==> src/rtl/core/qwt_pkg.sv <==
package qwt_pkg;

   // Lexer modes.
   localparam logic [1:0] MODE_BETWEEN = 2'd0;
   localparam logic [1:0] MODE_BARE    = 2'd1;
   localparam logic [1:0] MODE_DQUOTE  = 2'd2;
   localparam logic [1:0] MODE_SQUOTE  = 2'd3;

   // Characters the lexer reacts to.
   localparam logic [7:0] CHAR_SPACE  = 8'h20;
   localparam logic [7:0] CHAR_TAB    = 8'h09;
   localparam logic [7:0] CHAR_DQUOTE = 8'h22;
   localparam logic [7:0] CHAR_SQUOTE = 8'h27;
   localparam logic [7:0] CHAR_BSLASH = 8'h5C;
   localparam logic [7:0] CHAR_LOW_R  = 8'h72;
   localparam logic [7:0] CHAR_LOW_N  = 8'h6E;
   localparam logic [7:0] CHAR_LOW_T  = 8'h74;
   localparam logic [7:0] CHAR_CR     = 8'h0D;
   localparam logic [7:0] CHAR_LF     = 8'h0A;

   // Word length register.
   localparam int         LEN_W            = 10;
   localparam logic [LEN_W-1:0] LEN_RESET  = 10'd1023;

   // Results one input byte can cause, and the width of a slot index.
   localparam int MAX_RES   = 3;
   localparam int RES_IDX_W = 2;

   // Queue between the lexer and the serializer.
   localparam int QUEUE_DEPTH = 4;
   localparam int QUEUE_PTR_W = $clog2(QUEUE_DEPTH);
   localparam int QUEUE_CNT_W = $clog2(QUEUE_DEPTH + 1);

   // Configuration register indexes.
   localparam logic REG_MAX_WORD_LENGTH = 1'b0;

   typedef struct packed {
      logic [7:0] out_char;
      logic       has_char;
      logic       word_end;
   } qwt_result_type;

   // All results caused by one input byte.
   typedef struct packed {
      logic [RES_IDX_W-1:0]              count;
      qwt_result_type [MAX_RES-1:0]      slot;
   } qwt_bundle_type;

   // Lexer state together with the results gathered so far in this byte.
   typedef struct packed {
      logic [1:0]                        lex_mode;
      logic                              escape_pending;
      logic [LEN_W-1:0]                  word_count;
      logic [RES_IDX_W-1:0]              count;
      qwt_result_type [MAX_RES-1:0]      slot;
   } qwt_work_type;

   typedef struct packed {
      logic full;
      logic empty;
   } qwt_queue_status_type;

endpackage

==> src/rtl/core/qwt_front.sv <==
module qwt_front
   import qwt_pkg::*;
(
   input  logic                 clock,
   input  logic                 reset,
   input  logic                 req_valid,
   output logic                 req_stall,
   input  logic [7:0]           req_in_char,
   input  logic                 req_line_end,
   input  logic [LEN_W-1:0]     max_word_length,
   input  qwt_queue_status_type queue_status,
   output logic                 push,
   output qwt_bundle_type       push_data
);

   logic [1:0]       lex_mode_ff, lex_mode_in;
   logic             escape_pending_ff, escape_pending_in;
   logic [LEN_W-1:0] word_count_ff, word_count_in;
   logic             accept;
   logic [LEN_W-1:0] limit;
   qwt_work_type     work;

   // Append one result if there is room for it.
   function automatic qwt_work_type push_result(qwt_work_type w, logic [7:0] c,
                                                logic has, logic fin);
      qwt_work_type r;
      r = w;
      if (w.count < RES_IDX_W'(MAX_RES)) begin
         r.slot[w.count].out_char = c;
         r.slot[w.count].has_char = has;
         r.slot[w.count].word_end = fin;
         r.count = w.count + 1'b1;
      end
      return r;
   endfunction

   // Close the word: mark the last character if it is still open, else add a marker.
   function automatic qwt_work_type end_word(qwt_work_type w);
      qwt_work_type         r;
      logic [RES_IDX_W-1:0] top_idx;
      r = w;
      top_idx = w.count - 1'b1;
      if (w.count != '0 && w.slot[top_idx].has_char && !w.slot[top_idx].word_end) begin
         r.slot[top_idx].word_end = 1'b1;
      end else begin
         r = push_result(r, 8'd0, 1'b0, 1'b1);
      end
      r.lex_mode = MODE_BETWEEN;
      r.escape_pending = 1'b0;
      r.word_count = '0;
      return r;
   endfunction

   // Emit a word character and cut the word when it reaches the limit.
   function automatic qwt_work_type emit_char(qwt_work_type w, logic [7:0] c,
                                              logic [LEN_W-1:0] lim);
      qwt_work_type r;
      r = push_result(w, c, 1'b1, 1'b0);
      r.word_count = r.word_count + 1'b1;
      if (r.word_count >= lim) begin
         r = end_word(r);
      end
      return r;
   endfunction

   // Ordinary handling of a byte in the current mode.
   function automatic qwt_work_type plain_byte(qwt_work_type w, logic [7:0] c,
                                               logic [LEN_W-1:0] lim);
      qwt_work_type r;
      logic [7:0]   q;
      r = w;
      q = (w.lex_mode == MODE_DQUOTE) ? CHAR_DQUOTE : CHAR_SQUOTE;
      case (w.lex_mode)
         MODE_BETWEEN: begin
            if (c inside {CHAR_SPACE, CHAR_TAB}) begin
               r = w;
            end else if (c == CHAR_DQUOTE) begin
               r.lex_mode = MODE_DQUOTE;
            end else if (c == CHAR_SQUOTE) begin
               r.lex_mode = MODE_SQUOTE;
            end else begin
               r.lex_mode = MODE_BARE;
               r = emit_char(r, c, lim);
            end
         end
         MODE_BARE: begin
            if (c inside {CHAR_SPACE, CHAR_TAB}) begin
               r = end_word(w);
            end else if (c == CHAR_DQUOTE) begin
               r = end_word(w);
               r.lex_mode = MODE_DQUOTE;
            end else begin
               r = emit_char(w, c, lim);
            end
         end
         default: begin
            if (c == q) begin
               r = end_word(w);
            end else if (c == CHAR_BSLASH) begin
               r.escape_pending = 1'b1;
            end else begin
               r = emit_char(w, c, lim);
            end
         end
      endcase
      return r;
   endfunction

   // A zero limit behaves as one.
   assign limit = (max_word_length == '0) ? LEN_W'(1) : max_word_length;

   // Work out the new state and all results of the byte on the request port.
   always_comb begin
      logic [7:0] q;
      work = '0;
      work.lex_mode = lex_mode_ff;
      work.escape_pending = 1'b0;
      work.word_count = word_count_ff;
      q = (lex_mode_ff == MODE_DQUOTE) ? CHAR_DQUOTE : CHAR_SQUOTE;
      if ((lex_mode_ff inside {MODE_DQUOTE, MODE_SQUOTE}) && escape_pending_ff) begin
         if (req_in_char == q || req_in_char == CHAR_BSLASH) begin
            work = emit_char(work, req_in_char, limit);
         end else if (req_in_char == CHAR_LOW_R) begin
            work = emit_char(work, CHAR_CR, limit);
         end else if (req_in_char == CHAR_LOW_N) begin
            work = emit_char(work, CHAR_LF, limit);
         end else if (req_in_char == CHAR_LOW_T) begin
            work = emit_char(work, CHAR_TAB, limit);
         end else begin
            work = emit_char(work, CHAR_BSLASH, limit);
            work = plain_byte(work, req_in_char, limit);
         end
      end else begin
         work = plain_byte(work, req_in_char, limit);
      end
      if (req_line_end) begin
         if (work.lex_mode != MODE_BETWEEN) begin
            work = end_word(work);
         end
         work.lex_mode = MODE_BETWEEN;
         work.escape_pending = 1'b0;
         work.word_count = '0;
      end
   end

   assign req_stall = queue_status.full;
   assign accept    = req_valid && !queue_status.full;

   // Bytes that cause no result leave nothing in the queue.
   assign push            = accept && (work.count != '0);
   assign push_data.count = work.count;
   assign push_data.slot  = work.slot;

   always_comb begin
      lex_mode_in       = lex_mode_ff;
      escape_pending_in = escape_pending_ff;
      word_count_in     = word_count_ff;
      if (accept) begin
         lex_mode_in       = work.lex_mode;
         escape_pending_in = work.escape_pending;
         word_count_in     = work.word_count;
      end
   end

   always_ff @(posedge clock) begin
      if (reset) begin
         lex_mode_ff       <= MODE_BETWEEN;
         escape_pending_ff <= 1'b0;
         word_count_ff     <= '0;
      end else begin
         lex_mode_ff       <= lex_mode_in;
         escape_pending_ff <= escape_pending_in;
         word_count_ff     <= word_count_in;
      end
   end

endmodule

==> src/rtl/core/qwt_queue.sv <==
module qwt_queue
   import qwt_pkg::*;
(
   input  logic                 clock,
   input  logic                 reset,
   input  logic                 push,
   input  qwt_bundle_type       push_data,
   input  logic                 pop,
   output qwt_queue_status_type status,
   output qwt_bundle_type       head_data
);

   qwt_bundle_type               entry_ff [QUEUE_DEPTH];
   logic [QUEUE_PTR_W-1:0]       wr_ptr_ff, wr_ptr_in;
   logic [QUEUE_PTR_W-1:0]       rd_ptr_ff, rd_ptr_in;
   logic [QUEUE_CNT_W-1:0]       fill_ff, fill_in;

   assign status.full  = (fill_ff == QUEUE_CNT_W'(QUEUE_DEPTH));
   assign status.empty = (fill_ff == '0);
   assign head_data    = entry_ff[rd_ptr_ff];

   // Pointer and fill bookkeeping; push is never raised when full, nor pop when empty.
   always_comb begin
      wr_ptr_in = push ? wr_ptr_ff + 1'b1 : wr_ptr_ff;
      rd_ptr_in = pop ? rd_ptr_ff + 1'b1 : rd_ptr_ff;
      fill_in   = fill_ff;
      if (push && !pop) begin
         fill_in = fill_ff + 1'b1;
      end else if (pop && !push) begin
         fill_in = fill_ff - 1'b1;
      end
   end

   always_ff @(posedge clock) begin
      if (reset) begin
         wr_ptr_ff <= '0;
         rd_ptr_ff <= '0;
         fill_ff   <= '0;
      end else begin
         wr_ptr_ff <= wr_ptr_in;
         rd_ptr_ff <= rd_ptr_in;
         fill_ff   <= fill_in;
      end
   end

   // Entry storage holds payload only.
   always_ff @(posedge clock) begin
      if (push) begin
         entry_ff[wr_ptr_ff] <= push_data;
      end
   end

endmodule

==> src/rtl/core/qwt_back.sv <==
module qwt_back
   import qwt_pkg::*;
(
   input  logic                 clock,
   input  logic                 reset,
   input  qwt_queue_status_type queue_status,
   input  qwt_bundle_type       head_data,
   output logic                 pop,
   output logic                 rsp_valid,
   input  logic                 rsp_stall,
   output logic [7:0]           rsp_out_char,
   output logic                 rsp_has_char,
   output logic                 rsp_word_end,
   output logic                 rsp_run_last
);

   logic                 rsp_valid_ff, rsp_valid_in;
   qwt_result_type       rsp_data_ff;
   logic                 rsp_last_ff;
   logic [RES_IDX_W-1:0] slot_idx_ff, slot_idx_in;
   logic                 load;
   logic                 slot_last;

   // The output register takes a new beat when it is empty or its beat leaves now.
   assign load      = !queue_status.empty && (!rsp_valid_ff || !rsp_stall);
   assign slot_last = (slot_idx_ff == head_data.count - 1'b1);
   assign pop       = load && slot_last;

   always_comb begin
      rsp_valid_in = rsp_valid_ff;
      slot_idx_in  = slot_idx_ff;
      if (load) begin
         rsp_valid_in = 1'b1;
         slot_idx_in  = slot_last ? '0 : slot_idx_ff + 1'b1;
      end else if (!rsp_stall) begin
         rsp_valid_in = 1'b0;
      end
   end

   always_ff @(posedge clock) begin
      if (reset) begin
         rsp_valid_ff <= 1'b0;
         slot_idx_ff  <= '0;
      end else begin
         rsp_valid_ff <= rsp_valid_in;
         slot_idx_ff  <= slot_idx_in;
      end
   end

   // Output payload.
   always_ff @(posedge clock) begin
      if (load) begin
         rsp_data_ff <= head_data.slot[slot_idx_ff];
         rsp_last_ff <= slot_last;
      end
   end

   assign rsp_valid    = rsp_valid_ff;
   assign rsp_out_char = rsp_data_ff.out_char;
   assign rsp_has_char = rsp_data_ff.has_char;
   assign rsp_word_end = rsp_data_ff.word_end;
   assign rsp_run_last = rsp_last_ff;

endmodule

==> src/rtl/core/quoted_word_tokenizer.sv <==
// Quoted word tokenizer: splits a command line, one byte per request beat, into words.
// Request channel: req_in_char with req_line_end set on the last byte of the line.
// Response channel: one beat per result, carrying a word character (rsp_has_char) and/or
// a word end marker (rsp_word_end); rsp_run_last marks the final beat caused by a byte.
// A byte that only separates, opens a quote or starts an escape causes no response beat.
// The word length limit is written through the APB port at byte address 0.
// Path: the results of an accepted byte are written into the queue, and the output
// register takes them from there one at a time, whenever it is empty or its beat leaves.
// Throughput: one byte per cycle while each byte causes at most one result and the
// receiver does not stall; a byte causing several results holds the output serializer
// for one beat per result, and a four-entry queue of per-byte result groups between
// lexer and serializer absorbs the bursts; the lexer decides each byte combinationally.
// When the receiver stalls, the response beat holds and the queue fills; req_stall
// rises once the queue holds four groups.
// Reset clears the lexer state, the queue and the output valid flag, and sets the
// word length limit to 1023.
module quoted_word_tokenizer
   import qwt_pkg::*;
(
   input  logic        clock,
   input  logic        reset,
   input  logic        req_valid,
   output logic        req_stall,
   input  logic [7:0]  req_in_char,
   input  logic        req_line_end,
   output logic        rsp_valid,
   input  logic        rsp_stall,
   output logic [7:0]  rsp_out_char,
   output logic        rsp_has_char,
   output logic        rsp_word_end,
   output logic        rsp_run_last,
   input  logic        psel,
   input  logic        penable,
   input  logic        pwrite,
   input  logic [2:0]  paddr,
   input  logic [31:0] pwdata,
   output logic [31:0] prdata,
   output logic        pready
);

   logic [LEN_W-1:0]     max_len_ff, max_len_in;
   logic                 csr_write;
   qwt_queue_status_type queue_status;
   logic                 push;
   logic                 pop;
   qwt_bundle_type       push_data;
   qwt_bundle_type       head_data;

   // Register port.
   assign pready    = 1'b1;
   assign csr_write = psel && penable && pwrite && (paddr[2] == REG_MAX_WORD_LENGTH);
   assign prdata    = (paddr[2] == REG_MAX_WORD_LENGTH) ? {22'd0, max_len_ff} : 32'd0;
   assign max_len_in = csr_write ? pwdata[LEN_W-1:0] : max_len_ff;

   always_ff @(posedge clock) begin
      if (reset) begin
         max_len_ff <= LEN_RESET;
      end else begin
         max_len_ff <= max_len_in;
      end
   end

   qwt_front u_front (
      .clock           (clock),
      .reset           (reset),
      .req_valid       (req_valid),
      .req_stall       (req_stall),
      .req_in_char     (req_in_char),
      .req_line_end    (req_line_end),
      .max_word_length (max_len_ff),
      .queue_status    (queue_status),
      .push            (push),
      .push_data       (push_data)
   );

   qwt_queue u_queue (
      .clock     (clock),
      .reset     (reset),
      .push      (push),
      .push_data (push_data),
      .pop       (pop),
      .status    (queue_status),
      .head_data (head_data)
   );

   qwt_back u_back (
      .clock        (clock),
      .reset        (reset),
      .queue_status (queue_status),
      .head_data    (head_data),
      .pop          (pop),
      .rsp_valid    (rsp_valid),
      .rsp_stall    (rsp_stall),
      .rsp_out_char (rsp_out_char),
      .rsp_has_char (rsp_has_char),
      .rsp_word_end (rsp_word_end),
      .rsp_run_last (rsp_run_last)
   );

endmodule

==> config.mk <==
export PLATFORM = sky130hd
export DESIGN_NAME = quoted_word_tokenizer
export DESIGN_NICKNAME = d
export VERILOG_FILES = /design/src/rtl/core/qwt_pkg.sv /design/src/rtl/core/qwt_front.sv /design/src/rtl/core/qwt_queue.sv /design/src/rtl/core/qwt_back.sv /design/src/rtl/core/quoted_word_tokenizer.sv
export SDC_FILE = /design/constraint.sdc
export NUM_CORES = 1
export LEC_CHECK = 0
export ABC_AREA = 1
export ABC_CLOCK_PERIOD_IN_PS = 7200
export BUFFER_PORTS_ARGS = -buffer_cell sky130_fd_sc_hd__buf_4
export CAP_MARGIN = 25
export CORE_UTILIZATION = 45
export CTS_CLUSTER_SIZE = 25
export DETAILED_ROUTE_END_ITERATION = 16
export HOLD_SLACK_MARGIN = 0.1
export PLACE_DENSITY = 0.72
export RECOVER_POWER = 50
export SLEW_MARGIN = 20
export SYNTH_ARGS = -nofsm -noshare
export SYNTH_HDL_FRONTEND = slang
export SYNTH_HIERARCHICAL = 1
export SYNTH_SLANG_ARGS = --single-unit
export TNS_END_PERCENT = 10
==> constraint.sdc <==
create_clock -name clock -period 7.2 [get_ports clock]
set_input_delay 0.36 -clock clock [delete_from_list [all_inputs] [get_ports clock]]
set_output_delay 0.36 -clock clock [all_outputs]
set_load 0.005 [all_outputs]
Word-level counts from Yosys, hierarchy flattened
Memories as Yosys holds them, arrays and structs flattened. A register that Yosys moved wholly into a read port is not among the register bits.
Index checks and enable logic that the tools add are counted.
{"block": "word_totals", "memories": 1, "mem_bits_rw": 128, "in_bits": 51, "reg_bits": 44}
{"block": "op_classes", "eq_ne": 18, "magnitude_cmp": 68, "muxes": 376, "bitwise_logic": 1, "reduce_logical": 107, "add_sub_neg": 34}
{"name": "u_queue.entry_ff", "depth": 4, "word_bits": 32, "rd": 1, "rd_ports_with_merged_regs": 1, "wr": 1, "line": "qwt_queue.sv:13", "source": "qwt_bundle_type entry_ff [QUEUE_DEPTH];"}
{"op": "$bwmux 30", "n": 55}
{"op": "$mux 32", "n": 40}
{"op": "$mux 45", "n": 28}
{"op": "$demux 10 s2", "n": 52}
{"op": "$mux 10", "n": 48}
{"op": "$mux 30", "n": 13}
{"op": "$bmux 10 s2", "n": 14}
{"op": "$pmux 45 s2", "n": 2}
{"op": "$mux 43", "n": 4}
{"op": "$mux 2", "n": 80}
{"op": "$mux 44", "n": 2}
{"op": "$mux 42", "n": 2}
{"op": "$lt 2x3->1 const B", "n": 27}
{"op": "$logic_and 1x1->1", "n": 62}
{"op": "$ge 2x1->1 const B", "n": 26}
{"op": "$reduce_bool 2->1", "n": 18}
{"op": "$add 2x1->2 const B", "n": 16}
{"op": "$eq 8x7->1 const B", "n": 4}
{"op": "$mux 1", "n": 32}
{"op": "$sub 2x1->2 const B", "n": 14}
{"op": "$lt 2x2->1 const B", "n": 13}
{"op": "$eq 8x6->1 const B", "n": 3}
{"op": "$add 10x1->10 const B", "n": 2}
{"op": "$ge 10x10->1", "n": 2}
{"op": "18 further kinds", "n": 45}

Logic depth before layout (Yosys ltp)
{"block": "depth", "word_depth": 74, "mapped_depth": 47, "ltp_nobuf": 47}

Modules after synthesis
Netlist, hierarchy kept.
{"module": "qwt_queue", "area_each_um2": 5222.5, "cells_each": 367, "instances": 1}
{"module": "qwt_front", "area_each_um2": 3367.0, "cells_each": 614, "instances": 1}
{"module": "qwt_back", "area_each_um2": 885.8, "cells_each": 87, "instances": 1}
{"module": "quoted_word_tokenizer", "area_each_um2": 644.4, "cells_each": 94, "instances": 1}

Worst setup path before layout
Ideal clock, no wire load.
{"block": "synth_timing", "kind": "register to register", "startpoint": "reg u_front.word_count_ff[0]", "endpoint": "mem u_queue/entry_ff[0][0] (netlist name), enable pin", "path_slack_ps": 1302, "stages_incl_launch_ff": 40, "n_path_buf": 0, "t_arrival_ps": 5511, "cell_sequence": "dfxtp_1 ha_1 nand3_1 inv_1 nand4_1 nor2_1 xor2_1 ha_1 nand2_1 inv_1 a21oi_2 nand3_2 inv_2 nand2_1 inv_1 ha_1 nand2_1 nor2_1 (+4 left out) ha_1 nand2_1 inv_1 a21oi_1 nand3_1 nor2_1 nand3_1 nand3_1 nand2_1 nand2_1 nand2_1 nand2_2 nand3_1 nand2_1 nand2_1 a21oi_1 nand2_1 inv_1"}
{"block": "synth_between", "elab_chain_cells": 51, "word_cells_on_any_way": 215, "classes_between": "add/sub: 12; order compare: 23; eq/ne: 3; mux: 145; reduce/logical: 32"}
{"item": "from (decl)", "line": "qwt_front.sv:18", "source": "logic [LEN_W-1:0] word_count_ff, word_count_in;"}
{"item": "from (signal assigned)", "line": "qwt_front.sv:173", "source": "word_count_ff <= word_count_in;"}
{"item": "$add 10x1->10 *", "line": "qwt_front.sv:59", "source": "r.word_count = r.word_count + 1'b1;"}
{"item": "$ge 10x10->1", "line": "qwt_front.sv:60", "source": "if (r.word_count >= lim) begin"}
{"item": "$mux 45", "line": "qwt_front.sv:60"}
{"item": "$mux 45", "line": "qwt_front.sv:127", "source": "end else if (req_in_char == CHAR_LOW_T) begin"}
{"item": "$mux 45", "line": "qwt_front.sv:125", "source": "end else if (req_in_char == CHAR_LOW_N) begin"}
{"item": "$mux 45", "line": "qwt_front.sv:123", "source": "end else if (req_in_char == CHAR_LOW_R) begin"}
{"item": "$mux 45", "line": "qwt_front.sv:121", "source": "if (req_in_char == q || req_in_char == CHAR_BSLASH) begin"}
{"item": "$mux 45", "line": "qwt_front.sv:120", "source": "if ((lex_mode_ff inside {MODE_DQUOTE, MODE_SQUOTE}) && escape_pending_ff) begin"}
{"item": "(+36 left out)"}
{"item": "$mux 2", "line": "qwt_front.sv:43", "source": "if (w.count != '0 && w.slot[top_idx].has_char && !w.slot[top_idx].word_end) begin"}
{"item": "$mux 32", "line": "qwt_front.sv:137", "source": "if (work.lex_mode != MODE_BETWEEN) begin"}
{"item": "$mux 45 *", "line": "qwt_front.sv:136", "source": "if (req_line_end) begin"}
{"item": "$reduce_bool 2->1 *", "line": "qwt_front.sv:150", "source": "assign push = accept && (work.count != '0);"}
{"item": "$logic_and 1x1->1 *", "line": "qwt_front.sv:150"}
{"item": "named net push", "line": "quoted_word_tokenizer.sv:44", "source": "logic push;"}
{"item": "$mux 1 *", "line": "qwt_queue.sv:48", "source": "if (push) begin"}
{"item": "$mux 1 (implied by the code) *", "line": "qwt_queue.sv:49", "source": "entry_ff[wr_ptr_ff] <= push_data;"}
{"item": "to (decl)", "line": "qwt_queue.sv:13"}
The timed path passes the listed nets; every way through them passes the cells marked *. The select of a mux whose other input is x is not followed.

Worst setup path in the final report
{"block": "layout_timing", "startpoint": "reg u_front.word_count_ff[0]", "endpoint": "reg u_queue.fill_ff[2]"}
{"block": "layout_between", "elab_chain_cells": 52, "word_cells_on_any_way": 218, "classes_between": "add/sub: 12; order compare: 23; eq/ne: 3; mux: 144; reduce/logical: 36"}
{"item": "$add 10x1->10 *", "line": "qwt_front.sv:59"}
{"item": "$ge 10x10->1", "line": "qwt_front.sv:60"}
{"item": "$mux 45", "line": "qwt_front.sv:60"}
{"item": "$mux 45", "line": "qwt_front.sv:127"}
{"item": "$mux 45", "line": "qwt_front.sv:125"}
{"item": "$mux 45", "line": "qwt_front.sv:123"}
{"item": "$mux 45", "line": "qwt_front.sv:121"}
{"item": "$mux 45", "line": "qwt_front.sv:120"}
{"item": "(+37 left out)"}
{"item": "$mux 32", "line": "qwt_front.sv:137"}
{"item": "$mux 45 *", "line": "qwt_front.sv:136"}
{"item": "$reduce_bool 2->1 *", "line": "qwt_front.sv:150"}
{"item": "$logic_and 1x1->1 *", "line": "qwt_front.sv:150"}
{"item": "named net push", "line": "quoted_word_tokenizer.sv:44"}
{"item": "$logic_not 1->1", "line": "qwt_queue.sv:29", "source": "end else if (pop && !push) begin"}
{"item": "$logic_and 1x1->1", "line": "qwt_queue.sv:29"}
{"item": "$reduce_bool 2->1 (no line)"}
{"item": "to (signal assigned)", "line": "qwt_queue.sv:42", "source": "fill_ff <= fill_in;"}
{"item": "to (decl)", "line": "qwt_queue.sv:16", "source": "logic [QUEUE_CNT_W-1:0] fill_ff, fill_in;"}
Marks and branches as above.
A chain may end at the register's enable or synchronous reset.

==> impl_metrics.toml <==
[synthesis]
synth_seq_cells = 174
synth_cell_types = 45
ys.flop_type = "edfxtp_1"
yosysSeqAreaShare = 0.482
synth.area.top_cells = "edfxtp_1 (41%), nand2_1 (7.2%), dfxtp_1 (6.9%), nor2_1 (5.4%), buf_4 (4.8%)"
yosys.area.top_type = "edfxtp_1"
syn_area_per_cell_um2 = 8.71
synth_top_area_frac = 0.412
yosysWarnings = 6
synthArstFlopShare = 0
syn_inst = 1162
synth_edf_count = 139
synth_area_um2 = 10100

[global_routing]
grt_pass1_vias = 7152
met1_usage = 0.231
antenna_found_initial = 0
met3_usage = 0.0277
groute.usage.overall = 0.194
grt-ovfl-total = 0
grt_max_degree = 66
grt_pass1_wl_mm = 35.7
busiest_layer = "met2"
grtUsageMet2 = 0.353

[power]
ir_worst_vdd_v = 0.000174
power_density_nw_per_um2 = 279
p_leak_nw = 4.87

[sta]
setup_violations = 0
fin_worst_skew_ns = 0.0113
period_minus_slack_ns = 6.50
fmax_mhz = 154
slew_headroom = -0.954
timing.hold.ws_ns = 0.181
rsz0062_at_grt = "no"
hold_viol = 0
worstMarginPinSlew_ns = 2.93
finalCritPeriodShare = 0.903
tns_ns = 0
slew_viol_final = 66

[die]
pin_count = 97
fp.coreArea_um2 = 22000
die_area_um2 = 23100
fp.dieH_um = 152
die_x_um = 152
rows = 54
start_util = 0.461

[critical_path]
cpPeakStageDelay_ns = 0.43
critical-path-slowest-cell = "dfxtp_1"
reg2reg_slack_ns = 0.70
required_ns = 7.52
cp-end-kind = "register"
ff2ff_path_depth = 46
r2r_end = "u_queue/fill_ff[2]$_SDFFE_PP0P_"
start_kind = "register"
arrival_ns = 6.82
cpLargestDelayFamily = "simple AND/OR/NAND/NOR gates"
critical_path_class = "reg -> reg"
reg2reg_from = "u_front/word_count_ff[0]$_SDFFE_PP0P_"
crit_start = "u_front/word_count_ff[0]$_SDFFE_PP0P_"
worstPathMaxFanout = 8
crit_top_cell = "nand2_1"
crit_buf_inv = 10

[route]
drcViolationCount = 4
first_pass_iters = 11
via_count = 7575
drt_wl_total_mm = 22.0
viasPerCell = 5.14
wl_per_cell_um = 14.9
drt.antenna.violating_nets = 0
drtIter0Drc = 603

[clocking]
clock_sinks = 174
cts-root-buf = "clkbuf_16"
worstSkewPairLatency_ns = 0.42
numCtsBuffers = 17
clk_pin_slew_worst_paths_ns = 0.07
clk_path_buf_depth = 2
cts_htree_levels = 4
cts_tree = "built"

[min_path]
hold_path.class = "in -> reg"
holdPathEnd = "max_len_ff[2]$_SDFFE_PP1P_"
min-delay-start = "pwdata[2]"
whs_path_depth = 3

[finish]
drive_gt1_frac = 0.135
nFillCells = 2009
ff_latch_area_um2 = 4880
antenna_cells = 0
multi_input_area_um2 = 4070
layout_commonest_cell = "nand2_1"
mostFrequentLayoutCells = "nand2_1 (198), nor2_1 (146), edfxtp_1 (139)"
final_area_um2 = 10900
final_nets = 1267
syn2layout_area_growth_pct = 8.02

[run]
maxCapViolCount = 1

[place]
port_buffers = 49
placed_area_um2 = 10400
dpl.hpwl_mm = 14.8
globalplace.congestion = 0.935

[status]
outcome = "finished with violations"
violations = "design-rule violations, max-capacitance violations, max-slew violations"
## cell usage after synthesis (2+ instances only)
master	count
a22oi_1	2
inv_1	127
nand3_1	78
buf_6	10
clkbuf_1	4
nand3_2	3
nor3_1	10
o21ai_2	11
nor2_1	145
nor4_1	2
buf_2	11
a21oi_2	3
nand2_2	16
o211ai_1	6
o22ai_1	32
a21oi_1	47
nand3_4	2
nor3_2	2
inv_2	14
nand2_4	2
conb_1	3
buf_4	65
dfxtp_1	35
nor2_4	13
ha_1	34
edfxtp_1	139
o21ai_0	59
nor2_2	7
o21ai_1	47
xnor2_1	3
nand2_1	194
nand4_1	17
xor2_1	6
or2_2	2
## cell families (layout without fill, tap and decap cells)
kind of cell	count (synthesis)	after routing	share of synthesized area
other	3	32	0.00111
xor gates and xnor gates	9	9	0.00779
and+or+nand+nor	498	498	0.228
DFF	174	174	0.482
buffers and inverters	234	236	0.122
AOI/OAI and AO/OA	209	209	0.115
adders and majority gates	35	35	0.0440
## per-stage QoR
stage	util	power (mW)	cells	setup WS [ns]
after floorplan	-	2.00	1191	1.30
after global routing	0.498	3.22	1473	0.0678
final	0.498	3.05	1473	0.696
after detailed placement	0.473	2.19	1439	0.450
after global placement	0.473	2.16	1439	0.598
after CTS	0.499	3.10	1470	0.426
## tightest hold or removal path, stage by stage
cell and delay, ns:
buf_4 0.08, nand3_1 0.06, nand3_1 0.07
## cell type report
cell class,instances,area share
flip-flops and latches,174,0.446
multi-input cells,783,0.373
inverters,143,0.0498
repair buffers,62,0.0461
clock buffers,17,0.0389
well taps,280,0.0320
clock inverters,14,0.0145
## state kept, by name, indices dropped and copies added (netlist names), 2 cells and up, named ones only
register               count
max_len_ff                10
u_back/rsp_out_char        8
u_back/slot_idx_ff         2
u_front/lex_mode_ff        2
u_front/word_count_ff     10
u_queue/entry_ff         128
u_queue/fill_ff            3
u_queue/rd_ptr_ff          2
u_queue/wr_ptr_ff          2
## where the power goes
| group | switching, mW | leakage (nW) | internal (mW) |
|---|---|---|---|
| clock | 0.392 | 0.280 | 0.517 |
| combinational | 0.557 | 2.98 | 0.289 |
| sequential | 0.0541 | 1.62 | 1.24 |
## timing repair
action / CTS / global route
hold buffers: 0 / 0
resized for setup: 0 / 3
endpoints found under the setup margin: 0 / 130
setup buffers: 0 / 3
## routing by layer
metal / wire length [µm] / share of wire
met1: 9460 / 0.43
met2: 11200 / 0.51
met3: 915 / 0.042
met4: 384 / 0.017
met5: 0 / 0
## worst max-delay path by stage
stage,end,cells after the start
floorplan,u_queue/entry_ff[0][0]$_DFFE_PP_,39
global placement,u_queue/fill_ff[2]$_SDFFE_PP0P_,46
detailed placement,u_queue/fill_ff[2]$_SDFFE_PP0P_,46
CTS,u_queue/fill_ff[2]$_SDFFE_PP0P_,46
global route,u_queue/fill_ff[2]$_SDFFE_PP0P_,46
finish,u_queue/fill_ff[2]$_SDFFE_PP0P_,46
(Power assumes the default switching activity.)
